--- src/design/btcs_pkg.sv ---
// Shared types, codes and helpers for the binomial-tree collective scheduler.
package btcs_pkg;

  localparam int RANK_W = 6;
  localparam int SIZE_W = 7;
  localparam int MAP_W  = 64;
  localparam int LV_W   = 4;
  localparam int TL_W   = 3;
  localparam int DATA_W = 64;

  localparam logic [LV_W-1:0] LV_FIN = 4'd8;

  typedef enum logic [1:0] {
    ACT_START_RED = 2'd0,
    ACT_RED_MSG   = 2'd1,
    ACT_START_BC  = 2'd2,
    ACT_BC_MSG    = 2'd3
  } action_e;

  typedef enum logic [1:0] {
    KIND_SEND = 2'd0,
    KIND_RECV = 2'd1,
    KIND_FIN  = 2'd2
  } kind_e;

  typedef enum logic [1:0] {
    REG_OWN_RANK   = 2'd0,
    REG_GROUP_SIZE = 2'd1,
    REG_INIT_EXCL  = 2'd2
  } cfg_reg_e;

  typedef enum logic [2:0] {
    PH_IDLE = 3'b001,
    PH_RED  = 3'b010,
    PH_BRC  = 3'b100
  } phase_e;

  typedef enum logic [1:0] {
    ST_IDLE = 2'b01,
    ST_WALK = 2'b10
  } state_e;

  typedef struct packed {
    logic              parent;
    logic              child;
    logic [RANK_W-1:0] up;
    logic [RANK_W-1:0] dn;
  } lvl_res_t;

  typedef struct packed {
    kind_e             kind;
    logic [RANK_W-1:0] partner;
    logic [TL_W-1:0]   tree_level;
    logic              self_excl;
    logic              last;
  } result_t;

  // Top tree level: ceil(log2(size)) + 1
  function automatic logic [LV_W-1:0] top_level(input logic [SIZE_W-1:0] size);
    logic [LV_W-1:0] c;
    c = 4'd1;
    for (int i = 0; i < 6; i++) begin
      if (size > (7'd1 << i)) c = c + 4'd1;
    end
    return c;
  endfunction

endpackage

--- src/design/btcs_level_unit.sv ---
// Shared level unit: partner ranks and tree role of one rank at one level.
module btcs_level_unit (
  input  logic [btcs_pkg::RANK_W-1:0] rank_i,
  input  logic [btcs_pkg::LV_W-1:0]   lv_i,
  input  logic [btcs_pkg::SIZE_W-1:0] size_i,
  output btcs_pkg::lvl_res_t          res_o
);
  import btcs_pkg::*;

  logic [2:0] sh;
  logic [6:0] half;
  logic [7:0] mask;
  logic [7:0] low;
  logic [7:0] up_sum;

  always_comb begin
    sh     = 3'(lv_i - 4'd1);
    half   = 7'd1 << sh;
    mask   = {half, 1'b0} - 8'd1;
    low    = {2'b00, rank_i} & mask;
    up_sum = {2'b00, rank_i} + {1'b0, half};
    res_o.parent = (low == 8'd0) && (up_sum < {1'b0, size_i});
    res_o.child  = (low == {1'b0, half});
    res_o.up     = up_sum[RANK_W-1:0];
    res_o.dn     = rank_i - half[RANK_W-1:0];
  end

endmodule

--- src/design/btcs_seq.sv ---
// Event sequencer: one level per unstalled cycle; keeps map, level and phase.
module btcs_seq (
  input  logic                        clk_i,
  input  logic                        rst_ni,
  input  logic [btcs_pkg::RANK_W-1:0] own_rank_i,
  input  logic [btcs_pkg::SIZE_W-1:0] size_i,
  input  logic [btcs_pkg::LV_W-1:0]   lmax_i,
  input  logic [btcs_pkg::MAP_W-1:0]  init_excl_i,
  input  logic                        in_valid_i,
  output logic                        in_ready_o,
  input  btcs_pkg::action_e           in_action_i,
  input  logic [btcs_pkg::RANK_W-1:0] in_src_i,
  input  logic                        in_rx_empty_i,
  input  logic                        in_loc_empty_i,
  output logic                        out_valid_o,
  input  logic                        out_ready_i,
  output btcs_pkg::result_t           out_o
);
  import btcs_pkg::*;

  state_e            state_q, state_d;
  phase_e            phase_q, phase_d;
  logic [MAP_W-1:0]  map_q, map_d;
  logic [TL_W-1:0]   level_q, level_d;
  logic [LV_W-1:0]   lv_q, lv_d;
  logic              bcast_q, bcast_d;
  logic              walked_q, walked_d;
  logic              lemp_q, lemp_d;
  logic              out_valid_q, out_valid_d;
  result_t           out_q, out_d;

  lvl_res_t          lres;
  logic              in_group;
  logic              accept;
  logic              out_free;
  logic              done;
  logic              start;
  logic [LV_W-1:0]   next_lv;

  btcs_level_unit u_level (
    .rank_i (own_rank_i),
    .lv_i   (lv_q),
    .size_i (size_i),
    .res_o  (lres)
  );

  assign in_ready_o  = (state_q == ST_IDLE);
  assign accept      = in_valid_i && in_ready_o;
  assign in_group    = ({1'b0, own_rank_i} < size_i);
  assign out_free    = !out_valid_q || out_ready_i;
  assign done        = bcast_q ? (lv_q == '0) : (lv_q > lmax_i);
  assign next_lv     = bcast_q ? (lv_q - 4'd1) : (lv_q + 4'd1);
  assign out_valid_o = out_valid_q;
  assign out_o       = out_q;

  always_comb begin
    state_d     = state_q;
    phase_d     = phase_q;
    map_d       = map_q;
    level_d     = level_q;
    lv_d        = lv_q;
    bcast_d     = bcast_q;
    walked_d    = walked_q;
    lemp_d      = lemp_q;
    out_valid_d = out_valid_q && !out_ready_i;
    out_d       = out_q;
    start       = 1'b0;

    if (accept) begin
      lemp_d   = in_loc_empty_i;
      lv_d     = LV_FIN;
      bcast_d  = 1'b0;
      walked_d = 1'b0;
      case (in_action_i)
        ACT_START_RED: begin
          start = 1'b1;
          map_d = init_excl_i;
          if (in_group && !init_excl_i[own_rank_i]) begin
            lv_d     = 4'd1;
            walked_d = 1'b1;
          end
        end
        ACT_RED_MSG: begin
          if (phase_q == PH_RED) begin
            start = 1'b1;
            if (in_group) begin
              if (in_rx_empty_i) map_d[in_src_i] = 1'b1;
              lv_d     = {1'b0, level_q} + 4'd1;
              walked_d = (({1'b0, level_q} + 4'd1) <= lmax_i);
            end
          end
        end
        ACT_START_BC: begin
          start = 1'b1;
          if (in_group && !map_q[own_rank_i]) begin
            lv_d    = lmax_i;
            bcast_d = 1'b1;
          end
        end
        ACT_BC_MSG: begin
          if (phase_q == PH_BRC) begin
            start = 1'b1;
            if (in_group) begin
              lv_d    = {1'b0, level_q} - {3'b000, (level_q != '0)};
              bcast_d = 1'b1;
            end
          end
        end
        default: start = 1'b0;
      endcase
      if (start) state_d = ST_WALK;
    end else if (state_q == ST_WALK && out_free) begin
      out_d.self_excl = map_q[own_rank_i];
      out_d.last      = 1'b0;
      lv_d            = next_lv;
      if (done) begin
        if (!bcast_q && walked_q && lemp_q) map_d[own_rank_i] = 1'b1;
        out_valid_d      = 1'b1;
        out_d.kind       = KIND_FIN;
        out_d.partner    = '0;
        out_d.tree_level = '0;
        out_d.self_excl  = map_q[own_rank_i] || (!bcast_q && walked_q && lemp_q);
        out_d.last       = 1'b1;
        phase_d          = PH_IDLE;
        state_d          = ST_IDLE;
      end else if (!bcast_q) begin
        if (lres.parent) begin
          if (!map_q[lres.up]) begin
            out_valid_d      = 1'b1;
            out_d.kind       = KIND_RECV;
            out_d.partner    = lres.up;
            out_d.tree_level = lv_q[TL_W-1:0];
            out_d.last       = 1'b1;
            level_d          = lv_q[TL_W-1:0];
            phase_d          = PH_RED;
            state_d          = ST_IDLE;
          end
        end else if (lres.child && !map_q[lres.dn]) begin
          out_valid_d      = 1'b1;
          out_d.kind       = KIND_SEND;
          out_d.partner    = lres.dn;
          out_d.tree_level = lv_q[TL_W-1:0];
        end
      end else begin
        if (lres.parent) begin
          if (!map_q[lres.up]) begin
            out_valid_d      = 1'b1;
            out_d.kind       = KIND_SEND;
            out_d.partner    = lres.up;
            out_d.tree_level = lv_q[TL_W-1:0];
          end
        end else if (lres.child) begin
          out_valid_d      = 1'b1;
          out_d.kind       = KIND_RECV;
          out_d.partner    = lres.dn;
          out_d.tree_level = lv_q[TL_W-1:0];
          out_d.last       = 1'b1;
          level_d          = lv_q[TL_W-1:0];
          phase_d          = PH_BRC;
          state_d          = ST_IDLE;
        end
      end
    end
  end

  always_ff @(posedge clk_i or negedge rst_ni) begin
    if (!rst_ni) begin
      state_q     <= ST_IDLE;
      phase_q     <= PH_IDLE;
      map_q       <= '0;
      level_q     <= '0;
      lv_q        <= '0;
      bcast_q     <= 1'b0;
      walked_q    <= 1'b0;
      lemp_q      <= 1'b0;
      out_valid_q <= 1'b0;
    end else begin
      state_q     <= state_d;
      phase_q     <= phase_d;
      map_q       <= map_d;
      level_q     <= level_d;
      lv_q        <= lv_d;
      bcast_q     <= bcast_d;
      walked_q    <= walked_d;
      lemp_q      <= lemp_d;
      out_valid_q <= out_valid_d;
    end
  end

  always_ff @(posedge clk_i) begin
    out_q <= out_d;
  end

endmodule

--- src/design/binomial_tree_collective_scheduler_top.sv ---
// Top level of the binomial-tree reduce/broadcast scheduler for one rank.
//
//  channel   dir  handshake               payload
//  s_axis    in   tvalid/tready           tuser: action; tdata: source, flags
//  m_axis    out  tvalid/tready, tlast    tuser: kind; tdata: partner, level, self
//  cfg       in   cfg_we_i (no ready)     cfg_idx_i selects, cfg_data_i value
//
// A started event walks the tree levels, one level per cycle while the result
// register is free; the level loop runs on one shared add/compare unit.
// An arrival that is not awaited is dropped in its accept cycle.
// Reset (rst_ni low, async) clears map, level, phase and all handshake state.
// Stalls: while the result register holds an untaken beat the walk freezes;
// s_axis_tready is high only between events.
module binomial_tree_collective_scheduler_top #(
  parameter int MAX_RANKS = 64
) (
  input  logic                        clk_i,
  input  logic                        rst_ni,
  // configuration write port
  input  logic                        cfg_we_i,
  input  logic [1:0]                  cfg_idx_i,
  input  logic [btcs_pkg::DATA_W-1:0] cfg_data_i,
  // event input
  input  logic                        s_axis_tvalid,
  output logic                        s_axis_tready,
  input  logic [7:0]                  s_axis_tdata,  // [5:0] source_rank, [6] received_empty,
                                                     // [7] local_empty
  input  logic [1:0]                  s_axis_tuser,  // [1:0] action
  // schedule output
  output logic                        m_axis_tvalid,
  input  logic                        m_axis_tready,
  output logic [15:0]                 m_axis_tdata,  // [5:0] partner_rank, [8:6] tree_level,
                                                     // [9] self_excluded, rest zero
  output logic [1:0]                  m_axis_tuser,  // [1:0] kind
  output logic                        m_axis_tlast
);
  import btcs_pkg::*;

  logic [RANK_W-1:0] own_rank_q;
  logic [SIZE_W-1:0] size_q;
  logic [MAP_W-1:0]  init_q;
  logic [SIZE_W-1:0] size_eff;
  logic [LV_W-1:0]   lmax;
  result_t           res;

  // configuration registers
  always_ff @(posedge clk_i or negedge rst_ni) begin
    if (!rst_ni) begin
      own_rank_q <= '0;
      size_q     <= 7'd1;
      init_q     <= '0;
    end else if (cfg_we_i) begin
      case (cfg_idx_i)
        REG_OWN_RANK:   own_rank_q <= cfg_data_i[RANK_W-1:0];
        REG_GROUP_SIZE: size_q     <= cfg_data_i[SIZE_W-1:0];
        REG_INIT_EXCL:  init_q     <= cfg_data_i[MAP_W-1:0];
        default:        ;
      endcase
    end
  end

  // zero counts as one, oversize clamps to the rank limit
  always_comb begin
    if (size_q == '0) size_eff = 7'd1;
    else if (size_q > SIZE_W'(MAX_RANKS)) size_eff = SIZE_W'(MAX_RANKS);
    else size_eff = size_q;
    lmax = top_level(size_eff);
  end

  btcs_seq u_seq (
    .clk_i          (clk_i),
    .rst_ni         (rst_ni),
    .own_rank_i     (own_rank_q),
    .size_i         (size_eff),
    .lmax_i         (lmax),
    .init_excl_i    (init_q),
    .in_valid_i     (s_axis_tvalid),
    .in_ready_o     (s_axis_tready),
    .in_action_i    (action_e'(s_axis_tuser)),
    .in_src_i       (s_axis_tdata[5:0]),
    .in_rx_empty_i  (s_axis_tdata[6]),
    .in_loc_empty_i (s_axis_tdata[7]),
    .out_valid_o    (m_axis_tvalid),
    .out_ready_i    (m_axis_tready),
    .out_o          (res)
  );

  assign m_axis_tdata = {6'b000000, res.self_excl, res.tree_level, res.partner};
  assign m_axis_tuser = res.kind;
  assign m_axis_tlast = res.last;

`ifndef SYNTH
  // a start beat always launches a walk
  a_start_walks: assert property (@(posedge clk_i) disable iff (!rst_ni)
    (s_axis_tvalid && s_axis_tready &&
     (s_axis_tuser == ACT_START_RED || s_axis_tuser == ACT_START_BC))
    |=> !s_axis_tready)
    else $error("start beat did not launch a walk");

  // a beat held back by the sink stays put until it is taken
  a_hold_stable: assert property (@(posedge clk_i) disable iff (!rst_ni)
    (m_axis_tvalid && !m_axis_tready) |=>
    (m_axis_tvalid && $stable(m_axis_tdata) && $stable(m_axis_tuser) &&
     $stable(m_axis_tlast)))
    else $error("stalled result beat changed");

  // a finished mark carries no partner or level and closes the event
  a_fin_clean: assert property (@(posedge clk_i) disable iff (!rst_ni)
    (m_axis_tvalid && m_axis_tuser == KIND_FIN) |-> (m_axis_tdata[8:0] == 9'd0 && m_axis_tlast))
    else $error("malformed finished beat");

  // only sends may come before the closing beat
  a_mid_send: assert property (@(posedge clk_i) disable iff (!rst_ni)
    (m_axis_tvalid && !m_axis_tlast) |-> (m_axis_tuser == KIND_SEND))
    else $error("non-send beat without tlast");
`endif

endmodule

--- config.mk ---
export PLATFORM = sky130hd
export DESIGN_NAME = binomial_tree_collective_scheduler_top
export DESIGN_NICKNAME = d
export VERILOG_FILES = /design/src/design/btcs_pkg.sv /design/src/design/btcs_level_unit.sv /design/src/design/btcs_seq.sv /design/src/design/binomial_tree_collective_scheduler_top.sv
export SDC_FILE = /design/constraint.sdc
export NUM_CORES = 1
export LEC_CHECK = 0
export BUFFER_PORTS_ARGS = -buffer_cell sky130_fd_sc_hd__buf_2
export CELL_PAD_IN_SITES_DETAIL_PLACEMENT = 0
export CELL_PAD_IN_SITES_GLOBAL_PLACEMENT = 1
export CORE_ASPECT_RATIO = 0.6
export CORE_MARGIN = 2
export CORE_UTILIZATION = 40
export DETAILED_ROUTE_END_ITERATION = 10
export PLACE_DENSITY = 0.78
export RECOVER_POWER = 25
export SLEW_MARGIN = 5
export SYNTH_ARGS = -nofsm -noshare
export SYNTH_HDL_FRONTEND = slang
export SYNTH_SLANG_ARGS = --single-unit
--- constraint.sdc ---
create_clock -name clk_i -period 12.35 [get_ports clk_i]
set_clock_uncertainty 0.2 [all_clocks]
set_input_delay 0 -clock clk_i [delete_from_list [all_inputs] [get_ports clk_i]]
set_output_delay 0 -clock clk_i [all_outputs]
set_load 0.05 [all_outputs]
==> results of run 1 <==
metal layers:
metal / vias up / wire, microns / GRT usage
li1: 5455 / - / -
met1: 6078 / 21500 / 0.421
met2: 786 / 19100 / 0.392
met3: 92 / 6100 / 0.0916
met4: 0 / 1150 / 0.0883
met5: - / 0 / 0
cells by family (layout without fill, tap and decap cells):
logic type,count (synthesis),count (layout),share of synthesized area
simple gates,471,471,0.173
xor+xnor,23,23,0.0169
compound gates,398,398,0.201
mux,175,175,0.172
flops,170,170,0.332
other cells,1,6,0.000288
buf+inv,138,257,0.0515
fa+ha+maj,53,53,0.0527
synth_stat cells, drive strengths merged, types with 45 or more instances:
library cell	number
clkbuf	64
ha	50
a21oi	96
mux2i	56
mux2	89
nor3	45
buf	46
o22a	64
dfrtp	154
o21ai	125
nor2	238
nand2	65
what timing repair did:
item                       CTS  global route
hold buffers                83             0
setup endpoints to repair    0             0
hold endpoints to repair   172             0
power by group:
part | leakage, nW | switching [W] | internal, W
clock | 0.300 | 0.000251 | 0.000337
sequential | 2.13 | 0.0000635 | 0.000613
combinational | 3.85 | 0.000337 | 0.000222
total | 6.28 | 0.000652 | 0.00117
final cells by class:
type	count	share of cell area
Timing Repair Buffer	197	0.0958
Tap cell	424	0.0352
Multi-Input combinational cell	1126	0.535
Inverter	28	0.00696
Clock inverter	10	0.00929
Sequential cell	170	0.287
Clock buffer	22	0.0315
worst max-delay path, delay by kind of cell, from the launching register on:
| kind | cells | cell delay (ns) |
|---|---|---|
| and+or+nand+nor | 6 | 1.67 |
| adders and majority gates | 4 | 1.56 |
| AOI/OAI and AO/OA | 6 | 1.35 |
| xor gates and xnor gates | 2 | 0.88 |
| DFF | 1 | 0.47 |
| muxes | 1 | 0.35 |
| buffers and inverters | 1 | 0.18 |
metrics by stage:
step / total power, W / cells / hold WS [ns] / area, sq um
final: 0.00182 / 1977 / 0.0385 / 15100
after detailed placement: 0.00121 / 1862 / -0.0530 / 13700
after global routing: 0.00190 / 1977 / 0.0602 / 15100
after CTS: 0.00181 / 1977 / 0.0269 / 15100
after global placement: 0.00120 / 1862 / -0.0581 / 13700
after floorplan: 0.00103 / 1434 / -0.496 / 13000
state kept, by name, summed over array words and instances (netlist names):
register,count
init_q,64
u_seq.map_q,64
u_seq.out_o,13
size_q,7
own_rank_q,6
u_seq.lv_q,4
u_seq.level_q,3
u_seq.phase_q,3
u_seq.state_q,2
u_seq.bcast_q,1
u_seq.lemp_q,1
u_seq.out_valid_o,1
u_seq.walked_q,1
worst paths after layout:
| kind | startpoint | slack [ns] | endpoint |
|---|---|---|---|
| setup / recovery | u_seq.lv_q[0]$_DFFE_PN0N_ | 5.57 | u_seq.level_q[2]$_DFFE_PN0P_ |
| hold / removal | s_axis_tdata[6] | 0.04 | u_seq.map_q[0]$_DFFE_PN0P_ |
| setup reg to reg | u_seq.lv_q[0]$_DFFE_PN0N_ | 5.57 | u_seq.level_q[2]$_DFFE_PN0P_ |
| hold reg to reg | u_seq.walked_q$_DFFE_PN0P_ | 0.32 | u_seq.walked_q$_DFFE_PN0P_ |
| max in group asynchronous | rst_ni | 7.22 | own_rank_q[2]$_DFFE_PN0P_ |
| min in group asynchronous | rst_ni | 1.75 | init_q[30]$_DFFE_PN0P_ |
==> insert_results.sql, run 1 <==
INSERT INTO impl_metrics (metric_group, metric, value, unit) VALUES
('final_layout', 'most-common-layout-cells', 'nor2_1, dfrtp_1, o21ai_0', ''),
('route', 'post-route-drc-count', '0', ''),
('clock_network', 'cts_post_setup_buffers_inserted', '0', ''),
('route', 'drtAntennaViolNets', '0', ''),
('final_layout', 'antenna_cells_inserted', '0', ''),
('synthesis', 'syn-cell-area', '13000', 'sq um'),
('placement', 'preCtsSetupSlack', '5.65', 'ns'),
('sta', 'clock.fmax', '148', 'MHz'),
('sta', 'accumulated_negative_setup_slack', '0', 'ns'),
('final_layout', 'num-nets-final', '1674', ''),
('global_routing', 'globalRoute.totalOverflow', '0', ''),
('global_routing', 'initial_antenna_violation_count', '0', ''),
('placement', 'finalWeightedCongestion', '0.916', ''),
('final_layout', 'register_area', '4330', 'sq um'),
('final_layout', 'multi_input_comb_area', '8070', 'sq um'),
('setup_path', 'cp_data_arrival_time', '6.92', 'ns'),
('floorplan', 'fp.dieArea', '34000', 'sq um'),
('synthesis', 'synth_async_sr_flop_share', '0.924', ''),
('final_layout', 'final_core_utilization', '0.468', ''),
('route', 'drt_wl_total', '47.9', 'mm'),
('synthesis', 'number_of_synthesized_flops_with_an_enable_pin', '13', ''),
('status', 'outcome', 'finished, violations left', ''),
('synthesis', 'yosys-top-cells-area', 'dfrtp_1, mux2_2, nor2_1, mux4_2, ha_1', ''),
('setup_path', 'worstRegToRegCells', '20', ''),
('min_path', 'hold_class', 'in -> reg', ''),
('route', 'route.detailed.vias_per_inst', '6.28', ''),
('setup_path', 'timing.critical_path.to_type', 'flop', ''),
('final_layout', 'final_common_cell', 'nor2_1', ''),
('setup_path', 'critical_path_required', '12.49', 'ns'),
('placement', 'port_buffers', '95', ''),
('status', 'violations', 'max-capacitance violations, max-slew violations', ''),
('route', 'wl_per_cell', '24.2', 'microns'),
('global_routing', 'grt_pass1_vias', '11700', ''),
('run', 'max_cap_viols', '1', ''),
('setup_path', 'setup.worst_path.start_class', 'flop', ''),
('synthesis', 'synth.avg_cell_area', '9.10', 'sq um'),
('setup_path', 'slowest_cell_on_the_critical_path', 'nand4b_1', ''),
('synthesis', 'synth_cell_type_count', '89', ''),
('floorplan', 'top_level_ports', '102', ''),
('final_layout', 'synthToLayoutAreaGrowth', '16.0', '%'),
('clock_network', 'htree_levels', '4', ''),
('synthesis', 'synth_top_area_share', '0.296', ''),
('sta', 'maxSlewHeadroom', '-2.37', ''),
('setup_path', 'crit_path_cell_trace', 'inv_1, ha_1, xnor2_1, nand2_1, ha_1, nor2b_1, a211oi_1, o21ai_0, nand2_1, xor2_1, ha_1, a21o_1, a2111oi_0, nand2_1, a21oi_1, nand4b_1, ha_1, nor3_1, o2111ai_4, mux2_1', ''),
('synthesis', 'synth_seq_cells', '170', ''),
('sta', 'setup-violations-final', '0', ''),
('sta', 'grt_setup_unrepaired', 'false', ''),
('sta', 'maxSlewViolCount', '88', ''),
('synthesis', 'syn-instance-count', '1429', ''),
('floorplan', 'core_area', '32200', 'sq um'),
('floorplan', 'die_height', '144', 'microns'),
('final_layout', 'filler_cell_count', '3073', ''),
('sta', 'finalHoldViolCount', '0', ''),
('setup_path', 'crit_top_cell', 'ha_1', ''),
('floorplan', 'initial_cell_density_of_the_core', '0.404', ''),
('clock_network', 'cts.path.max_buffers', '2', ''),
('setup_path', 'criticalPathCategory', 'reg -> reg', ''),
('final_layout', 'drive_above_1_share', '0.190', ''),
('sta', 'timing.final.ws_setup', '5.57', 'ns'),
('synthesis', 'synth_seq_area_share', '0.332', ''),
('clock_network', 'cts-buffers-inserted', '17', ''),
('global_routing', 'groute.usage.overall', '0.286', ''),
('route', 'drt_pre_antenna_iters', '5', ''),
('power_and_ir_drop', 'vdd_ir_drop_max', '97.9', 'uV'),
('setup_path', 'worstPathMaxFanout', '15', ''),
('clock_network', 'cts_sinks', '170', ''),
('synthesis', 'netlist.top_cell.by_area', 'dfrtp_1', ''),
('sta', 'finalCritPeriodShare', '0.549', ''),
('clock_network', 'clkTransAtPathRegs', '0.07', 'ns'),
('route', 'detailroute.via_count', '12400', ''),
('clock_network', 'tritoncts', 'built', '');
Power figures use the tool's default switching activity.
==> run 2, diff against run 1 <==
PLACE_DENSITY = 0.81   (was 0.78)
clock period = 5.62 ns   (was 12.35 ns; I/O delays follow)
==> run 2 against run 1 <==
  * The run still ends with max-capacitance violations, max-slew violations left
  * Die area unchanged
  * Global-route usage up 0.57 points
  * Final area up 2.3%
  * Setup slack worse by 5.4 ns
  * Cell count up 2.3%
  * Non-clock buffer count up 42
  * Wire length up 2.0%
  * Highest routed layer unchanged
==> insert_results.sql, run 2 (synthesis results as in run 1) <==
INSERT INTO impl_metrics (metric_group, metric, value, unit) VALUES
('final_layout', 'filler_cell_count', '2998', ''),
('global_routing', 'globalRoute.totalOverflow', '0', ''),
('sta', 'accumulated_negative_setup_slack', '0', 'ns'),
('sta', 'maxSlewHeadroom', '-0.817', ''),
('route', 'drt_pre_antenna_iters', '6', ''),
('floorplan', 'core.rowCount', '51', ''),
('route', 'route.detailed.vias_per_inst', '6.33', ''),
('clock_network', 'cts_sinks', '170', ''),
('power_and_ir_drop', 'power_per_cell_area', '263', 'nW/um^2'),
('global_routing', 'global_route_wire_length_before_repair', '74.5', 'mm'),
('route', 'drtAntennaViolNets', '0', ''),
('clock_network', 'cts.path.max_buffers', '2', ''),
('floorplan', 'fp.dieArea', '34000', 'sq um'),
('final_layout', 'num-nets-final', '1716', ''),
('placement', 'dp_hpwl', '33.5', 'mm'),
('setup_path', 'rrSetupSlack', '0.20', 'ns'),
('min_path', 'hold-path-cell-count', '4', ''),
('placement', 'placed_cells', '1901', ''),
('final_layout', 'multi_input_comb_area', '8100', 'sq um'),
('final_layout', 'final_cells', '2022', ''),
('setup_path', 'critical_path.n_buffers_inverters', '4', ''),
('route', 'wl_per_cell', '24.2', 'microns'),
('status', 'violations', 'max-capacitance violations, max-slew violations', ''),
('floorplan', 'floorplan.die.width', '237', 'microns'),
('final_layout', 'final_core_utilization', '0.479', ''),
('sta', 'finalCritPeriodShare', '0.964', ''),
('power_and_ir_drop', 'p_int', '0.00260', 'W'),
('run', 'max_cap_viols', '2', ''),
('final_layout', 'drive_above_1_share', '0.202', ''),
('setup_path', 'slowest_cell_on_the_critical_path', 'xnor2_4', ''),
('global_routing', 'grt_start_max_net_pins', '68', ''),
('clock_network', 'clock_latency', '0.47', 'ns'),
('clock_network', 'htree_levels', '4', ''),
('placement', 'port_buffers', '95', ''),
('power_and_ir_drop', 'total_leakage_power', '6.45', 'nW'),
('power_and_ir_drop', 'clock_power_share', '0.310', ''),
('route', 'post-route-drc-count', '0', ''),
('power_and_ir_drop', 'vdd_ir_drop_max', '245', 'uV'),
('setup_path', 'cp_data_arrival_time', '5.39', 'ns'),
('setup_path', 'timing.critical_path.to_type', 'flop', ''),
('sta', 'whs', '0.0783', 'ns'),
('power_and_ir_drop', 'power_switching', '0.00146', 'W'),
('final_layout', 'register_area', '4330', 'sq um'),
('power_and_ir_drop', 'pwr-share-seq', '0.361', ''),
('sta', 'setup-violations-final', '0', ''),
('final_layout', 'synthToLayoutAreaGrowth', '18.7', '%'),
('setup_path', 'worstPathMaxFanout', '14', ''),
('clock_network', 'tritoncts', 'built', ''),
('floorplan', 'top_level_ports', '102', ''),
('clock_network', 'clk_root_buffer_cell', 'clkbuf_16', ''),
('final_layout', 'most-common-layout-cells', 'nor2_1, dfrtp_1, o21ai_0', ''),
('route', 'detailroute.via_count', '12800', ''),
('clock_network', 'cts-buffers-inserted', '17', ''),
('setup_path', 'setup.worst_path.start_class', 'flop', ''),
('clock_network', 'clkTransAtPathRegs', '0.07', 'ns'),
('floorplan', 'core_area', '32200', 'sq um'),
('sta', 'finalHoldViolCount', '0', ''),
('placement', 'finalWeightedCongestion', '0.972', ''),
('setup_path', 'critical_path_required', '5.60', 'ns'),
('route', 'drt_iter0_markers', '1731', ''),
('setup_path', 'criticalPathCategory', 'reg -> reg', ''),
('setup_path', 'critical_path.max_stage_delay', '0.67', 'ns'),
('sta', 'clock.fmax', '185', 'MHz'),
('power_and_ir_drop', 'swShare', '0.360', ''),
('route', 'drt_wl_total', '48.9', 'mm'),
('global_routing', 'grt_pass1_vias', '12000', ''),
('sta', 'maxSlewViolCount', '90', ''),
('min_path', 'hp-start', 's_axis_tdata[7]', ''),
('setup_path', 'launch_instance_of_the_worst_register_to_register_path', 'u_seq.lv_q[0]$_DFFE_PN0N_', ''),
('sta', 'worst_pin_slew', '2.73', 'ns'),
('min_path', 'hold_end', 'u_seq.lemp_q$_DFFE_PN0P_', ''),
('setup_path', 'worstRegToRegCells', '16', ''),
('setup_path', 'crit_path_cell_trace', 'inv_1, ha_1, xnor2_2, nand2_1, inv_1, ha_1, fa_1, xnor2_4, buf_4, mux2i_1, a22oi_1, and4_1, nor4_1, mux2_2, o311a_1, buf_12', ''),
('floorplan', 'initial_cell_density_of_the_core', '0.404', ''),
('floorplan', 'die_height', '144', 'microns'),
('global_routing', 'groute.usage.overall', '0.292', ''),
('status', 'outcome', 'finished, violations left', ''),
('setup_path', 'critical_path.reg2reg.endpoint', 'u_seq.out_o[10]$_SDFFCE_PP0P_', ''),
('sta', 'min_period', '5.42', 'ns'),
('global_routing', 'initial_antenna_violation_count', '4', ''),
('final_layout', 'final_common_cell', 'nor2_1', ''),
('sta', 'grt_setup_unrepaired', 'false', ''),
('setup_path', 'critical-path-top-delay-family', 'simple AND/OR/NAND/NOR gates', ''),
('min_path', 'hold_class', 'in -> reg', ''),
('power_and_ir_drop', 'comb_power_share', '0.329', '');
==> run 2: cell types whose count changed in the layout (fill, tap and decap cells not counted), sizes merged <==
cell / delta
buf: +26
clkbuf: +14
clkinv: -1
clkinvlp: +2
diode: +3
dlygate4sd3: +2
inv: -1
==> run 2: metal layers <==
metal  track usage  wire [microns]  vias up
li1              -               -     5545
met1         0.433           21700     6256
met2         0.389           19100      882
met3        0.0966            6730      107
met4        0.0969            1300        0
met5             0               0        -
==> run 2: how the worst max path moves through the flow <==
stage	to	slack, ns	from	depth (start not counted)
6_report	u_seq.out_o[10]$_SDFFCE_PP0P_	0.20	u_seq.lv_q[0]$_DFFE_PN0N_	16
2_1_floorplan	u_seq.level_q[2]$_DFFE_PN0P_	0.20	u_seq.lv_q[0]$_DFFE_PN0N_	22
5_1_grt	u_seq.out_o[5]$_SDFFCE_PP0P_	0.01	size_q[3]$_DFFE_PN0P_	19
4_1_cts	u_seq.out_o[6]$_SDFFCE_PP0P_	0.13	size_q[3]$_DFFE_PN0P_	20
3_5_place_dp	u_seq.out_o[8]$_SDFFCE_PP0P_	0.03	size_q[3]$_DFFE_PN0P_	20
3_3_place_gp	u_seq.out_o[4]$_SDFFCE_PP0P_	0.26	size_q[3]$_DFFE_PN0P_	20
==> run 2: stage by stage <==
| step | total power [W] | setup slack (ns) | area [sq um] |
|---|---|---|---|
| final | 0.00406 | 0.203 | 15400 |
| after global routing | 0.00423 | 0.00970 | 15400 |
| after CTS | 0.00403 | 0.125 | 15500 |
| after detailed placement | 0.00271 | 0.0293 | 14000 |
| after global placement | 0.00269 | 0.261 | 14000 |
| after floorplan | 0.00226 | 0.204 | 13000 |
==> run 2: worst register-to-register path, cell delays in order, from the launching register on <==
cell,delay [ns]
dfrtp_1,0.35
inv_1,0.06
ha_1,0.28
xnor2_2,0.21
nand2_1,0.17
inv_1,0.09
ha_1,0.23
fa_1,0.48
xnor2_4,0.67
buf_4,0.33
mux2i_1,0.26
a22oi_1,0.13
and4_1,0.24
nor4_1,0.61
mux2_2,0.43
o311a_1,0.25
buf_12,0.15
==> run 2: what timing repair did <==
action                                  CTS  global route
pin swaps                                 0             0
resized for setup                         1             6
cloned                                    0             0
hold buffers                             86             0
setup buffers                             0             0
hold endpoints to repair                178             0
endpoints found under the setup margin   10            83
==> run 2: final cells by class <==
class,count,share of cell area
inverters,28,0.00681
well taps,424,0.0344
repair buffers,239,0.115
clock buffers,22,0.0294
diodes,3,0.000486
multi-input cells,1126,0.524
clock inverters,10,0.00932
flip-flops and latches,170,0.280
==> run 2: power by group through the flow <==
| stage | sequential [W] | clock, W | combinational (W) |
|---|---|---|---|
| after detailed placement | 0.00148 | 0 | 0.00123 |
| after CTS | 0.00146 | 0.00128 | 0.00129 |
| after global placement | 0.00148 | 0 | 0.00121 |
| final | 0.00147 | 0.00126 | 0.00134 |
| after floorplan | 0.00143 | 0 | 0.000827 |
| after global routing | 0.00148 | 0.00133 | 0.00142 |
